File: config.mk
export PLATFORM = sky130hd
export DESIGN_NAME = sensor_link_frame_engine_top
export DESIGN_NICKNAME = d
export VERILOG_FILES = /design/src/design/slfe_pkg.sv /design/src/design/sensor_link_frame_engine_top.sv /design/src/design/slfe_queue.sv /design/src/design/slfe_front.sv /design/src/design/slfe_back.sv
export SDC_FILE = /design/constraint.sdc
export NUM_CORES = 1
export LEC_CHECK = 0
export ABC_AREA = 1
export ABC_CLOCK_PERIOD_IN_PS = 8900
export BUFFER_PORTS_ARGS = -buffer_cell sky130_fd_sc_hd__clkbuf_2
export CAP_MARGIN = 20
export CELL_PAD_IN_SITES_DETAIL_PLACEMENT = 0
export CELL_PAD_IN_SITES_GLOBAL_PLACEMENT = 1
export CORE_ASPECT_RATIO = 1.25
export CORE_MARGIN = 1
export CORE_UTILIZATION = 47
export CTS_CLUSTER_DIAMETER = 150
export CTS_CLUSTER_SIZE = 16
export DETAILED_ROUTE_END_ITERATION = 16
export PLACE_DENSITY_LB_ADDON = 0.1
export SYNTH_ARGS = -nofsm -noshare
export SYNTH_HDL_FRONTEND = slang
export SYNTH_SLANG_ARGS = --single-unit
File: constraint.sdc
create_clock -name clk -period 8.9 [get_ports clk]
set_input_delay 1.335 -clock clk [delete_from_list [all_inputs] [get_ports clk]]
set_output_delay 1.335 -clock clk [all_outputs]
set_load 0.01 [all_outputs]
File: src/design/slfe_pkg.sv
`timescale 1ns / 1ps
`default_nettype none
// ----------------------------------------------------------------------------
// slfe_pkg
// shared types, codes and constants of the sensor link frame engine
// ----------------------------------------------------------------------------
package slfe_pkg;

    localparam int RX_BUFFER_BYTES_DEF = 24;
    localparam int QUEUE_DEPTH_DEF     = 4;

    localparam int COUNT_W      = 6;
    localparam int FRAME_BYTES  = 24;
    localparam int HEAD_WORDS   = 5;
    localparam int HEAD_BYTES   = 10;
    localparam int IN_DATA_W    = 112;
    localparam int OUT_DATA_W   = 80;

    localparam logic [1:0] KIND_SEND = 2'd0;
    localparam logic [1:0] KIND_RX   = 2'd1;
    localparam logic [1:0] KIND_TICK = 2'd2;

    localparam logic OUT_TX      = 1'b0;
    localparam logic OUT_OUTCOME = 1'b1;

    localparam logic [2:0] ST_OK        = 3'd0;
    localparam logic [2:0] ST_CHECKSUM  = 3'd1;
    localparam logic [2:0] ST_DEV_ERROR = 3'd2;
    localparam logic [2:0] ST_TIMEOUT   = 3'd3;
    localparam logic [2:0] ST_DATA      = 3'd4;
    localparam logic [2:0] ST_OTHER     = 3'd5;

    localparam logic [7:0]  SYNC0       = 8'h55;
    localparam logic [7:0]  SYNC1       = 8'hAA;
    localparam logic [15:0] HEAD_RESP   = 16'h55AA;
    localparam logic [15:0] HEAD_DATA   = 16'h5AA5;
    localparam logic [7:0]  IDLE_GAP_RESET = 8'd5;
    localparam logic [3:0]  MAX_PARAMS  = 4'd8;

    typedef struct packed {
        logic        is_outcome;
        logic [2:0]  status;
        logic [15:0] code;
        logic [3:0]  count;
        logic [63:0] data;
    } slfe_job_t;

    typedef struct packed {
        logic full;
        logic empty;
    } slfe_q_status_t;

endpackage
`default_nettype wire

File: src/design/sensor_link_frame_engine_top.sv
`timescale 1ns / 1ps
`default_nettype none
// ----------------------------------------------------------------------------
// sensor_link_frame_engine_top
// frames commands for a serial sensor module and checks its responses
// ----------------------------------------------------------------------------
// s_* takes one word per cycle: a send command, a received byte or a 1 ms
// tick, selected by s_tuser. the front part updates the receiver and timeout
// state in the cycle a word is taken and queues a job for each send (24
// frame bytes) and each tick that ends a response (one outcome word).
// m_* gives frame bytes (m_tuser 0, tlast on byte 23) and outcome words
// (m_tuser 1, tlast set). the back part emits one result per cycle while
// m_tready is high and a job waits, from a registered output; a word's first
// result passes the job queue and the output register to reach m_tvalid.
// a send occupies the back part for its 24 frame bytes, an outcome for one word.
// s_tready drops only while the job queue is full (QUEUE_DEPTH jobs), which
// happens when sends come faster than their 24 bytes drain or m_tready is
// held low; bytes and ticks are then held off as well. cfg_* writes the idle
// gap setting and is always ready.
// reset clears the control and receiver state, empties the queue and sets the idle gap to 5.
// ----------------------------------------------------------------------------
module sensor_link_frame_engine_top #(
    parameter int RX_BUFFER_BYTES = slfe_pkg::RX_BUFFER_BYTES_DEF,
    parameter int QUEUE_DEPTH     = slfe_pkg::QUEUE_DEPTH_DEF
) (
    input  wire         clk,
    input  wire         rst_n,
    input  wire         cfg_valid,
    output logic        cfg_ready,
    input  wire  [7:0]  cfg_data,       // idle_gap_ticks
    input  wire         s_tvalid,
    output logic        s_tready,
    // command_code[15:0], param_count[19:16], param_bytes[83:20],
    // timeout_ticks[97:84], rx_byte[105:98], zero fill
    input  wire  [slfe_pkg::IN_DATA_W-1:0] s_tdata,
    input  wire  [1:0]  s_tuser,        // kind[1:0]
    output logic        m_tvalid,
    input  wire         m_tready,
    // tx_byte[7:0], status[10:8], response_code[26:11], response_length[42:27],
    // result_code[58:43], payload_word[74:59], zero fill
    output logic [slfe_pkg::OUT_DATA_W-1:0] m_tdata,
    output logic [0:0]  m_tuser,        // out_kind[0]
    output logic        m_tlast
);

    slfe_pkg::slfe_job_t      push_job;
    slfe_pkg::slfe_job_t      head_job;
    slfe_pkg::slfe_q_status_t q_stat;
    logic                     push;
    logic                     pop;
    logic                     s_accept;
    logic                     out_user;

    assign cfg_ready = 1'b1;
    assign s_tready  = !q_stat.full;
    assign s_accept  = s_tvalid && s_tready;
    assign m_tuser   = out_user;

    slfe_front #(
        .RX_BUFFER_BYTES (RX_BUFFER_BYTES)
    ) u_front (
        .clk           (clk),
        .rst_n         (rst_n),
        .cfg_write     (cfg_valid && cfg_ready),
        .cfg_gap       (cfg_data),
        .accept        (s_accept),
        .kind          (s_tuser),
        .command_code  (s_tdata[15:0]),
        .param_count   (s_tdata[19:16]),
        .param_bytes   (s_tdata[83:20]),
        .timeout_ticks (s_tdata[97:84]),
        .rx_byte       (s_tdata[105:98]),
        .push          (push),
        .push_job      (push_job)
    );

    slfe_queue #(
        .DEPTH (QUEUE_DEPTH)
    ) u_queue (
        .clk      (clk),
        .rst_n    (rst_n),
        .push     (push),
        .push_job (push_job),
        .pop      (pop),
        .head_job (head_job),
        .q_status (q_stat)
    );

    slfe_back u_back (
        .clk       (clk),
        .rst_n     (rst_n),
        .head_job  (head_job),
        .q_status  (q_stat),
        .pop       (pop),
        .out_valid (m_tvalid),
        .out_ready (m_tready),
        .out_data  (m_tdata),
        .out_user  (out_user),
        .out_last  (m_tlast)
    );

    a_no_overflow: assert property (@(posedge clk) disable iff (!rst_n)
        push |-> !q_stat.full)
        else $error("job queue overflow");

    a_pop_nonempty: assert property (@(posedge clk) disable iff (!rst_n)
        pop |-> !q_stat.empty)
        else $error("pop from empty job queue");

    a_outcome_last: assert property (@(posedge clk) disable iff (!rst_n)
        (m_tvalid && m_tuser[0]) |-> (m_tlast && m_tdata[7:0] == 8'd0))
        else $error("outcome word without last or with tx byte");

    a_push_then_valid: assert property (@(posedge clk) disable iff (!rst_n)
        push |=> !q_stat.empty)
        else $error("queued job lost");

endmodule
`default_nettype wire

File: src/design/slfe_queue.sv
`timescale 1ns / 1ps
`default_nettype none
// ----------------------------------------------------------------------------
// slfe_queue
// short job queue between the front and back parts
// ----------------------------------------------------------------------------
module slfe_queue #(
    parameter int DEPTH = slfe_pkg::QUEUE_DEPTH_DEF
) (
    input  wire                      clk,
    input  wire                      rst_n,
    input  wire                      push,
    input  slfe_pkg::slfe_job_t      push_job,
    input  wire                      pop,
    output slfe_pkg::slfe_job_t      head_job,
    output slfe_pkg::slfe_q_status_t q_status
);

    localparam int PTR_W = (DEPTH > 1) ? $clog2(DEPTH) : 1;
    localparam int CNT_W = $clog2(DEPTH + 1);

    slfe_pkg::slfe_job_t entries_reg [DEPTH];
    logic [PTR_W-1:0] wr_ptr_reg, wr_ptr_next;
    logic [PTR_W-1:0] rd_ptr_reg, rd_ptr_next;
    logic [CNT_W-1:0] count_reg, count_next;
    logic             do_push, do_pop;

    assign q_status.full  = (count_reg == CNT_W'(DEPTH));
    assign q_status.empty = (count_reg == '0);
    assign do_push  = push && !q_status.full;
    assign do_pop   = pop && !q_status.empty;
    assign head_job = entries_reg[rd_ptr_reg];

    always_comb
    begin
        wr_ptr_next = wr_ptr_reg;
        rd_ptr_next = rd_ptr_reg;
        count_next  = count_reg;
        if (do_push)
        begin
            wr_ptr_next = (wr_ptr_reg == PTR_W'(DEPTH - 1)) ? '0 : wr_ptr_reg + 1'b1;
        end
        if (do_pop)
        begin
            rd_ptr_next = (rd_ptr_reg == PTR_W'(DEPTH - 1)) ? '0 : rd_ptr_reg + 1'b1;
        end
        if (do_push && !do_pop)
        begin
            count_next = count_reg + 1'b1;
        end
        else if (do_pop && !do_push)
        begin
            count_next = count_reg - 1'b1;
        end
    end

    always_ff @(posedge clk or negedge rst_n)
    begin
        if (!rst_n)
        begin
            wr_ptr_reg <= '0;
            rd_ptr_reg <= '0;
            count_reg  <= '0;
        end
        else
        begin
            wr_ptr_reg <= wr_ptr_next;
            rd_ptr_reg <= rd_ptr_next;
            count_reg  <= count_next;
        end
    end

    always_ff @(posedge clk)
    begin
        if (do_push)
        begin
            entries_reg[wr_ptr_reg] <= push_job;
        end
    end

endmodule
`default_nettype wire

File: src/design/slfe_front.sv
`timescale 1ns / 1ps
`default_nettype none
// ----------------------------------------------------------------------------
// slfe_front
// accepts words, tracks receiver and timeout state, queues frame and outcome jobs
// ----------------------------------------------------------------------------
module slfe_front #(
    parameter int RX_BUFFER_BYTES = slfe_pkg::RX_BUFFER_BYTES_DEF
) (
    input  wire                 clk,
    input  wire                 rst_n,
    input  wire                 cfg_write,
    input  wire  [7:0]          cfg_gap,
    input  wire                 accept,
    input  wire  [1:0]          kind,
    input  wire  [15:0]         command_code,
    input  wire  [3:0]          param_count,
    input  wire  [63:0]         param_bytes,
    input  wire  [13:0]         timeout_ticks,
    input  wire  [7:0]          rx_byte,
    output logic                push,
    output slfe_pkg::slfe_job_t push_job
);

    localparam int CW = slfe_pkg::COUNT_W;

    logic [7:0]    idle_gap_reg, idle_gap_next;
    logic          waiting_reg, waiting_next;
    logic [CW-1:0] byte_count_reg, byte_count_next;
    logic [15:0]   running_sum_reg, running_sum_next;
    logic [7:0]    newest_reg, newest_next;
    logic [7:0]    previous_reg, previous_next;
    logic [15:0]   head_reg [slfe_pkg::HEAD_WORDS];
    logic [15:0]   head_next [slfe_pkg::HEAD_WORDS];
    logic [7:0]    gap_reg, gap_next;
    logic [13:0]   elapsed_reg, elapsed_next;
    logic [13:0]   armed_reg, armed_next;

    logic [3:0]    count_sat;
    logic [63:0]   params_masked;
    logic [15:0]   expect_sum;
    logic [7:0]    gap_inc;
    logic [2:0]    frame_status;
    logic [63:0]   frame_words;
    logic          clear_rx;

    always_comb
    begin
        count_sat = (param_count > slfe_pkg::MAX_PARAMS) ? slfe_pkg::MAX_PARAMS : param_count;
        for (int i = 0; i < 8; i++)
        begin
            params_masked[i*8 +: 8] = (4'(i) < count_sat) ? param_bytes[i*8 +: 8] : 8'd0;
        end
    end

    assign gap_inc    = (gap_reg == 8'hFF) ? gap_reg : gap_reg + 8'd1;
    assign expect_sum = running_sum_reg - {8'd0, newest_reg} - {8'd0, previous_reg};

    always_comb
    begin
        frame_words = '0;
        if (head_reg[0] == slfe_pkg::HEAD_RESP)
        begin
            if (expect_sum[7:0] != previous_reg || expect_sum[15:8] != newest_reg)
            begin
                frame_status = slfe_pkg::ST_CHECKSUM;
            end
            else
            begin
                frame_words  = {head_reg[4], head_reg[3], head_reg[2], head_reg[1]};
                frame_status = (head_reg[3] != 16'd0) ? slfe_pkg::ST_DEV_ERROR
                                                      : slfe_pkg::ST_OK;
            end
        end
        else if (head_reg[0] == slfe_pkg::HEAD_DATA)
        begin
            frame_status = slfe_pkg::ST_DATA;
        end
        else
        begin
            frame_status = slfe_pkg::ST_OTHER;
        end
    end

    always_comb
    begin
        idle_gap_next    = cfg_write ? cfg_gap : idle_gap_reg;
        waiting_next     = waiting_reg;
        byte_count_next  = byte_count_reg;
        running_sum_next = running_sum_reg;
        newest_next      = newest_reg;
        previous_next    = previous_reg;
        head_next        = head_reg;
        gap_next         = gap_reg;
        elapsed_next     = elapsed_reg;
        armed_next       = armed_reg;
        clear_rx         = 1'b0;
        push             = 1'b0;
        push_job         = '0;

        if (accept)
        begin
            unique case (kind)
                slfe_pkg::KIND_SEND:
                begin
                    clear_rx       = 1'b1;
                    gap_next       = '0;
                    elapsed_next   = '0;
                    armed_next     = timeout_ticks;
                    waiting_next   = 1'b1;
                    push           = 1'b1;
                    push_job.is_outcome = slfe_pkg::OUT_TX;
                    push_job.code  = command_code;
                    push_job.count = count_sat;
                    push_job.data  = params_masked;
                end
                slfe_pkg::KIND_RX:
                begin
                    gap_next = '0;
                    if (byte_count_reg < CW'(RX_BUFFER_BYTES))
                    begin
                        for (int w = 0; w < slfe_pkg::HEAD_WORDS; w++)
                        begin
                            if (byte_count_reg[CW-1:1] == (CW-1)'(w))
                            begin
                                if (byte_count_reg[0])
                                begin
                                    head_next[w][15:8] = rx_byte;
                                end
                                else
                                begin
                                    head_next[w][7:0] = rx_byte;
                                end
                            end
                        end
                        running_sum_next = running_sum_reg + {8'd0, rx_byte};
                        previous_next    = newest_reg;
                        newest_next      = rx_byte;
                        byte_count_next  = byte_count_reg + 1'b1;
                    end
                end
                slfe_pkg::KIND_TICK:
                begin
                    gap_next = gap_inc;
                    if (waiting_reg)
                    begin
                        if (elapsed_reg >= armed_reg)
                        begin
                            push                = 1'b1;
                            push_job.is_outcome = slfe_pkg::OUT_OUTCOME;
                            push_job.status     = slfe_pkg::ST_TIMEOUT;
                            waiting_next        = 1'b0;
                            clear_rx            = 1'b1;
                        end
                        else if (byte_count_reg >= CW'(slfe_pkg::FRAME_BYTES)
                                 && gap_inc > idle_gap_reg)
                        begin
                            push                = 1'b1;
                            push_job.is_outcome = slfe_pkg::OUT_OUTCOME;
                            push_job.status     = frame_status;
                            push_job.data       = frame_words;
                            waiting_next        = 1'b0;
                            clear_rx            = 1'b1;
                        end
                        else if (elapsed_reg != 14'h3FFF)
                        begin
                            elapsed_next = elapsed_reg + 14'd1;
                        end
                    end
                end
                default:
                begin
                end
            endcase
        end

        if (clear_rx)
        begin
            byte_count_next  = '0;
            running_sum_next = '0;
            newest_next      = '0;
            previous_next    = '0;
            for (int w = 0; w < slfe_pkg::HEAD_WORDS; w++)
            begin
                head_next[w] = '0;
            end
        end
    end

    always_ff @(posedge clk or negedge rst_n)
    begin
        if (!rst_n)
        begin
            idle_gap_reg    <= slfe_pkg::IDLE_GAP_RESET;
            waiting_reg     <= 1'b0;
            byte_count_reg  <= '0;
            running_sum_reg <= '0;
            newest_reg      <= '0;
            previous_reg    <= '0;
            for (int w = 0; w < slfe_pkg::HEAD_WORDS; w++)
            begin
                head_reg[w] <= '0;
            end
            gap_reg         <= '0;
            elapsed_reg     <= '0;
            armed_reg       <= '0;
        end
        else
        begin
            idle_gap_reg    <= idle_gap_next;
            waiting_reg     <= waiting_next;
            byte_count_reg  <= byte_count_next;
            running_sum_reg <= running_sum_next;
            newest_reg      <= newest_next;
            previous_reg    <= previous_next;
            head_reg        <= head_next;
            gap_reg         <= gap_next;
            elapsed_reg     <= elapsed_next;
            armed_reg       <= armed_next;
        end
    end

endmodule
`default_nettype wire

File: src/design/slfe_back.sv
`timescale 1ns / 1ps
`default_nettype none
// ----------------------------------------------------------------------------
// slfe_back
// serializes queued jobs into frame bytes and outcome words on the output register
// ----------------------------------------------------------------------------
module slfe_back (
    input  wire                      clk,
    input  wire                      rst_n,
    input  slfe_pkg::slfe_job_t      head_job,
    input  slfe_pkg::slfe_q_status_t q_status,
    output logic                     pop,
    output logic                     out_valid,
    input  wire                      out_ready,
    output logic [slfe_pkg::OUT_DATA_W-1:0] out_data,
    output logic                     out_user,
    output logic                     out_last
);

    localparam logic [4:0] LAST_IDX = 5'(slfe_pkg::FRAME_BYTES - 1);
    localparam logic [4:0] SUM_IDX  = 5'(slfe_pkg::FRAME_BYTES - 2);

    logic        out_valid_reg, out_valid_next;
    logic [slfe_pkg::OUT_DATA_W-1:0] out_data_reg;
    logic        out_user_reg;
    logic        out_last_reg;
    logic [4:0]  idx_reg, idx_next;
    logic [15:0] sum_reg, sum_next;
    logic [4:0]  idx_off;
    logic [7:0]  frame_byte;
    logic        load;

    assign idx_off = idx_reg - 5'd6;

    always_comb
    begin
        case (idx_reg) inside
            5'd0:       frame_byte = slfe_pkg::SYNC0;
            5'd1:       frame_byte = slfe_pkg::SYNC1;
            5'd2:       frame_byte = head_job.code[7:0];
            5'd3:       frame_byte = head_job.code[15:8];
            5'd4:       frame_byte = {4'd0, head_job.count};
            [5'd6:5'd13]: frame_byte = head_job.data[{idx_off[2:0], 3'b000} +: 8];
            5'd22:      frame_byte = sum_reg[7:0];
            5'd23:      frame_byte = sum_reg[15:8];
            default:    frame_byte = 8'd0;
        endcase
    end

    assign load = !q_status.empty && (!out_valid_reg || out_ready);
    assign pop  = load && (head_job.is_outcome || idx_reg == LAST_IDX);

    always_comb
    begin
        idx_next       = idx_reg;
        sum_next       = sum_reg;
        out_valid_next = out_valid_reg && !out_ready;
        if (load)
        begin
            out_valid_next = 1'b1;
            if (!head_job.is_outcome)
            begin
                idx_next = (idx_reg == LAST_IDX) ? 5'd0 : idx_reg + 5'd1;
                if (idx_reg == 5'd0)
                begin
                    sum_next = {8'd0, frame_byte};
                end
                else if (idx_reg < SUM_IDX)
                begin
                    sum_next = sum_reg + {8'd0, frame_byte};
                end
            end
        end
    end

    always_ff @(posedge clk or negedge rst_n)
    begin
        if (!rst_n)
        begin
            out_valid_reg <= 1'b0;
            idx_reg       <= '0;
        end
        else
        begin
            out_valid_reg <= out_valid_next;
            idx_reg       <= idx_next;
        end
    end

    always_ff @(posedge clk)
    begin
        sum_reg <= sum_next;
        if (load)
        begin
            if (head_job.is_outcome)
            begin
                out_data_reg <= {5'd0, head_job.data, head_job.status, 8'd0};
                out_user_reg <= slfe_pkg::OUT_OUTCOME;
                out_last_reg <= 1'b1;
            end
            else
            begin
                out_data_reg <= {5'd0, 64'd0, slfe_pkg::ST_OK, frame_byte};
                out_user_reg <= slfe_pkg::OUT_TX;
                out_last_reg <= (idx_reg == LAST_IDX);
            end
        end
    end

    assign out_valid = out_valid_reg;
    assign out_data  = out_data_reg;
    assign out_user  = out_user_reg;
    assign out_last  = out_last_reg;

endmodule
`default_nettype wire

==> results.sh <==
export IMPL_viasPerCell=5.33
export IMPL_wl_mm=80.6
export IMPL_synth_top_family_by_area="simple AND/OR/NAND/NOR gates"
export IMPL_synth_most_common_cell="nand2_1"
export IMPL_root_buffer="clkbuf_16"
export IMPL_synth_edf_count=445
export IMPL_path_class="register to register"
export IMPL_internal_power_w=0.00634
export IMPL_start_util_pct=47.6
export IMPL_ys_seq_elements=621
export IMPL_clk_latency_ns=0.60
export IMPL_rsz0062_at_grt="no"
export IMPL_synth_compound_area_share_pct=7.02
export IMPL_worstMarginPinSlew_ns=1.04
export IMPL_num_rows=103
export IMPL_dr_pass1_iters=5
export IMPL_first_iter_violations=1827
export IMPL_die_w_um=228
export IMPL_cts_htree_levels=2
export IMPL_max_clock_freq_ghz=0.172
export IMPL_synthFlopType="edfxtp_1"
export IMPL_peakVddDrop_v=0.000354
export IMPL_layout_drive_gt1_share_pct=9.97
export IMPL_ys_warn_count=0
export IMPL_min_path_type="register to register"
export IMPL_crit_arrival_ns=6.14
export IMPL_startpoint_type="register"
export IMPL_syn_to_final_growth_pct=9.44
export IMPL_grt_pass1_wl_mm=123
export IMPL_clockBufferDepth=3
export IMPL_core_area_um2=63300
export IMPL_routedWlPerCell_um=19.1
export IMPL_largest_register_ff_count=352
export IMPL_grt_pass1_vias=21300
export IMPL_grt_overflow=0
export IMPL_finalInstanceArea_um2=33000
export IMPL_setup_tns_final_ns=0
export IMPL_grt_max_degree=88
export IMPL_remaining_drc_errors=0
export IMPL_cp_common_cell="nand2_1"
export IMPL_placed_cell_area_um2=31700
export IMPL_crit_required_ns=9.21
export IMPL_cts_resized=0
export IMPL_yosys_area_share_simple_pct=23.3
export IMPL_die_h_um=285
export IMPL_drtAntennaViolNets=0
export IMPL_post_route_period_util_pct=65.5
export IMPL_maxCapViolations=0
export IMPL_finalCriticalPeriod_ns=5.83
export IMPL_slew_viol_final=0
export IMPL_via_count=22400
export IMPL_p_leak_nw=13.9
export IMPL_powerDensity_nw_per_um2=341
export IMPL_run_status="complete, no violations"
export IMPL_muxShareOfSynthArea_pct=0.0748
export IMPL_r2r_slack_ns=3.07
export IMPL_p_comb_share_pct=45.9
export IMPL_syn_area_per_cell_um2=9.36
export IMPL_postCtsHoldBufs=0
export IMPL_synth_largest_area_cell="edfxtp_1"
export IMPL_synth_top_area_share_pct=44.4
export IMPL_numCtsBuffers=44
export IMPL_syn_inst=3217
export IMPL_p_clk_share_pct=16.8
export IMPL_synthAdderAreaFrac_pct=3.43
export IMPL_p_sw_w=0.00488
export IMPL_utilization_pct=52.1
export IMPL_pin_count=212
export IMPL_fin_nets=3550
export IMPL_clk_pin_slew_worst_paths_ns=0.08
export IMPL_ys_top_cells_by_count="890 x nand2_1, 445 x edfxtp_1, 362 x nand3_1"
export IMPL_swShare_pct=43.5
export IMPL_floorplan_die_area_um2=65100
export IMPL_synth_cell_type_count=57
export IMPL_layout_setup_ws_ns=3.07
export IMPL_portBuffers=199
export IMPL_cp_end_kind="register"
export IMPL_p_seq_share_pct=37.3
export IMPL_synth_xor_area_share_pct=1.11
export IMPL_hold_violations=0
export IMPL_crit_fanout=20
export IMPL_nFillCells=5868
export IMPL_synthArstFlopShare_pct=28.3
export IMPL_postCtsSetupRepairBufs=0
export IMPL_netlist_area_um2=30100
export IMPL_numClockSinks=621
export IMPL_gp_congestion=0.939
export IMPL_ys_top_cells_by_area="edfxtp_1 44%, dfrtp_1 14%, nand2_1 11%"
export IMPL_cts_tree="done"
export IMPL_dp_slack_ns=3.16
export IMPL_setup_violations=0
export IMPL_antenna_found_initial=1
export IMPL_skew_ns=0.0326
export IMPL_seq_area_frac_synth_pct=59.0
export IMPL_grt_usage_pct=24.7
export IMPL_critPathSlowestCell="dfrtp_1"
export IMPL_slowest_delay_ns=0.81
export IMPL_maxSlewHeadroom_pct=30.2
export IMPL_hpwlAfterDp_mm=56.1
==> logic make-up after synthesis <==
kind of cell    after synthesis
mux                           2
simple gates               1664
other cells                   2
xor+xnor                     38
buf+inv                     433
flops                       621
fa+ha+maj                    76
compound gates              381
==> stage by stage <==
| stage | hold slack (ns) | cells | total power (W) |
|---|---|---|---|
| after floorplan | 0.442 | 3221 | 0.00785 |
| after global placement | 0.454 | 4138 | 0.00931 |
| after CTS | 0.478 | 4207 | 0.0113 |
| after detailed placement | 0.458 | 4139 | 0.00940 |
| final | 0.476 | 4211 | 0.0112 |
| after global routing | 0.496 | 4209 | 0.0121 |
==> area by class of cell <==
class	instances	area [um2]	share of cell area, %
Sequential cell	621	17800	53.9
Multi-Input combinational cell	2167	10600	32.1
Timing Repair Buffer	233	1260	3.84
Clock buffer	65	1180	3.58
Inverter	280	1060	3.20
Tap cell	840	1050	3.19
Clock inverter	3	30.0	0.0911
Antenna cell	2	5.00	0.0152
==> routing by layer <==
layer	part of all wire (%)	GRT usage [%]
met5	0	0
met4	3.0	7.42
met3	4.8	2.70
met2	48	41.7
met1	44	33.5
==> cells in the final DEF, fill, tap and decap left out, types with 21 or more instances in the layout <==
cell type and count:
o21ai_0 116, nor2_1 289, o21ai_1 54, inv_1 268
xor2_1 26, ha_1 65, edfxtp_1 445, clkbuf_16 44
clkbuf_2 198, nand2_1 889, nand3_1 362, and2_1 26
dfrtp_1 172, clkbuf_1 21, nor3_1 26, buf_4 32
a21oi_1 131
==> worst max-delay path: cells and delay by family, from the launching register on <==
family	cells	cell delay, ns
AOI/OAI and AO/OA	6	1.03
DFF	1	0.81
adders and majority gates	3	0.99
and+or+nand+nor	14	1.49
buffers and inverters	3	1.20
==> path summary, 6_finish.rpt <==
kind                                                endpoint                             start  cells after the start
setup / recovery            u_back.sum_reg[14]$_SDFFCE_PP0P_     u_back.idx_reg[1]$_DFFE_PN0P_                     26
hold / removal              u_front.head_reg[62]$_DFFE_PN0P_  u_front.head_reg[62]$_DFFE_PN0P_                      2
setup reg to reg            u_back.sum_reg[14]$_SDFFCE_PP0P_     u_back.idx_reg[1]$_DFFE_PN0P_                     26
hold reg to reg             u_front.head_reg[62]$_DFFE_PN0P_  u_front.head_reg[62]$_DFFE_PN0P_                      2
max in group asynchronous  u_front.newest_reg[2]$_DFFE_PN0P_                             rst_n                      3
min in group asynchronous   u_front.armed_reg[5]$_DFFE_PN0P_                             rst_n                      1
==> power by group through the flow <==
stage / Combinational [W] / Sequential [W] / Clock [W]
after floorplan: 0.00362 / 0.00423 / 0
after global placement: 0.00507 / 0.00424 / 0
after detailed placement: 0.00515 / 0.00425 / 0
after CTS: 0.00517 / 0.00419 / 0.00193
after global routing: 0.00583 / 0.00426 / 0.00203
final: 0.00515 / 0.00419 / 0.00188
Power figures use the tool's default switching activity.
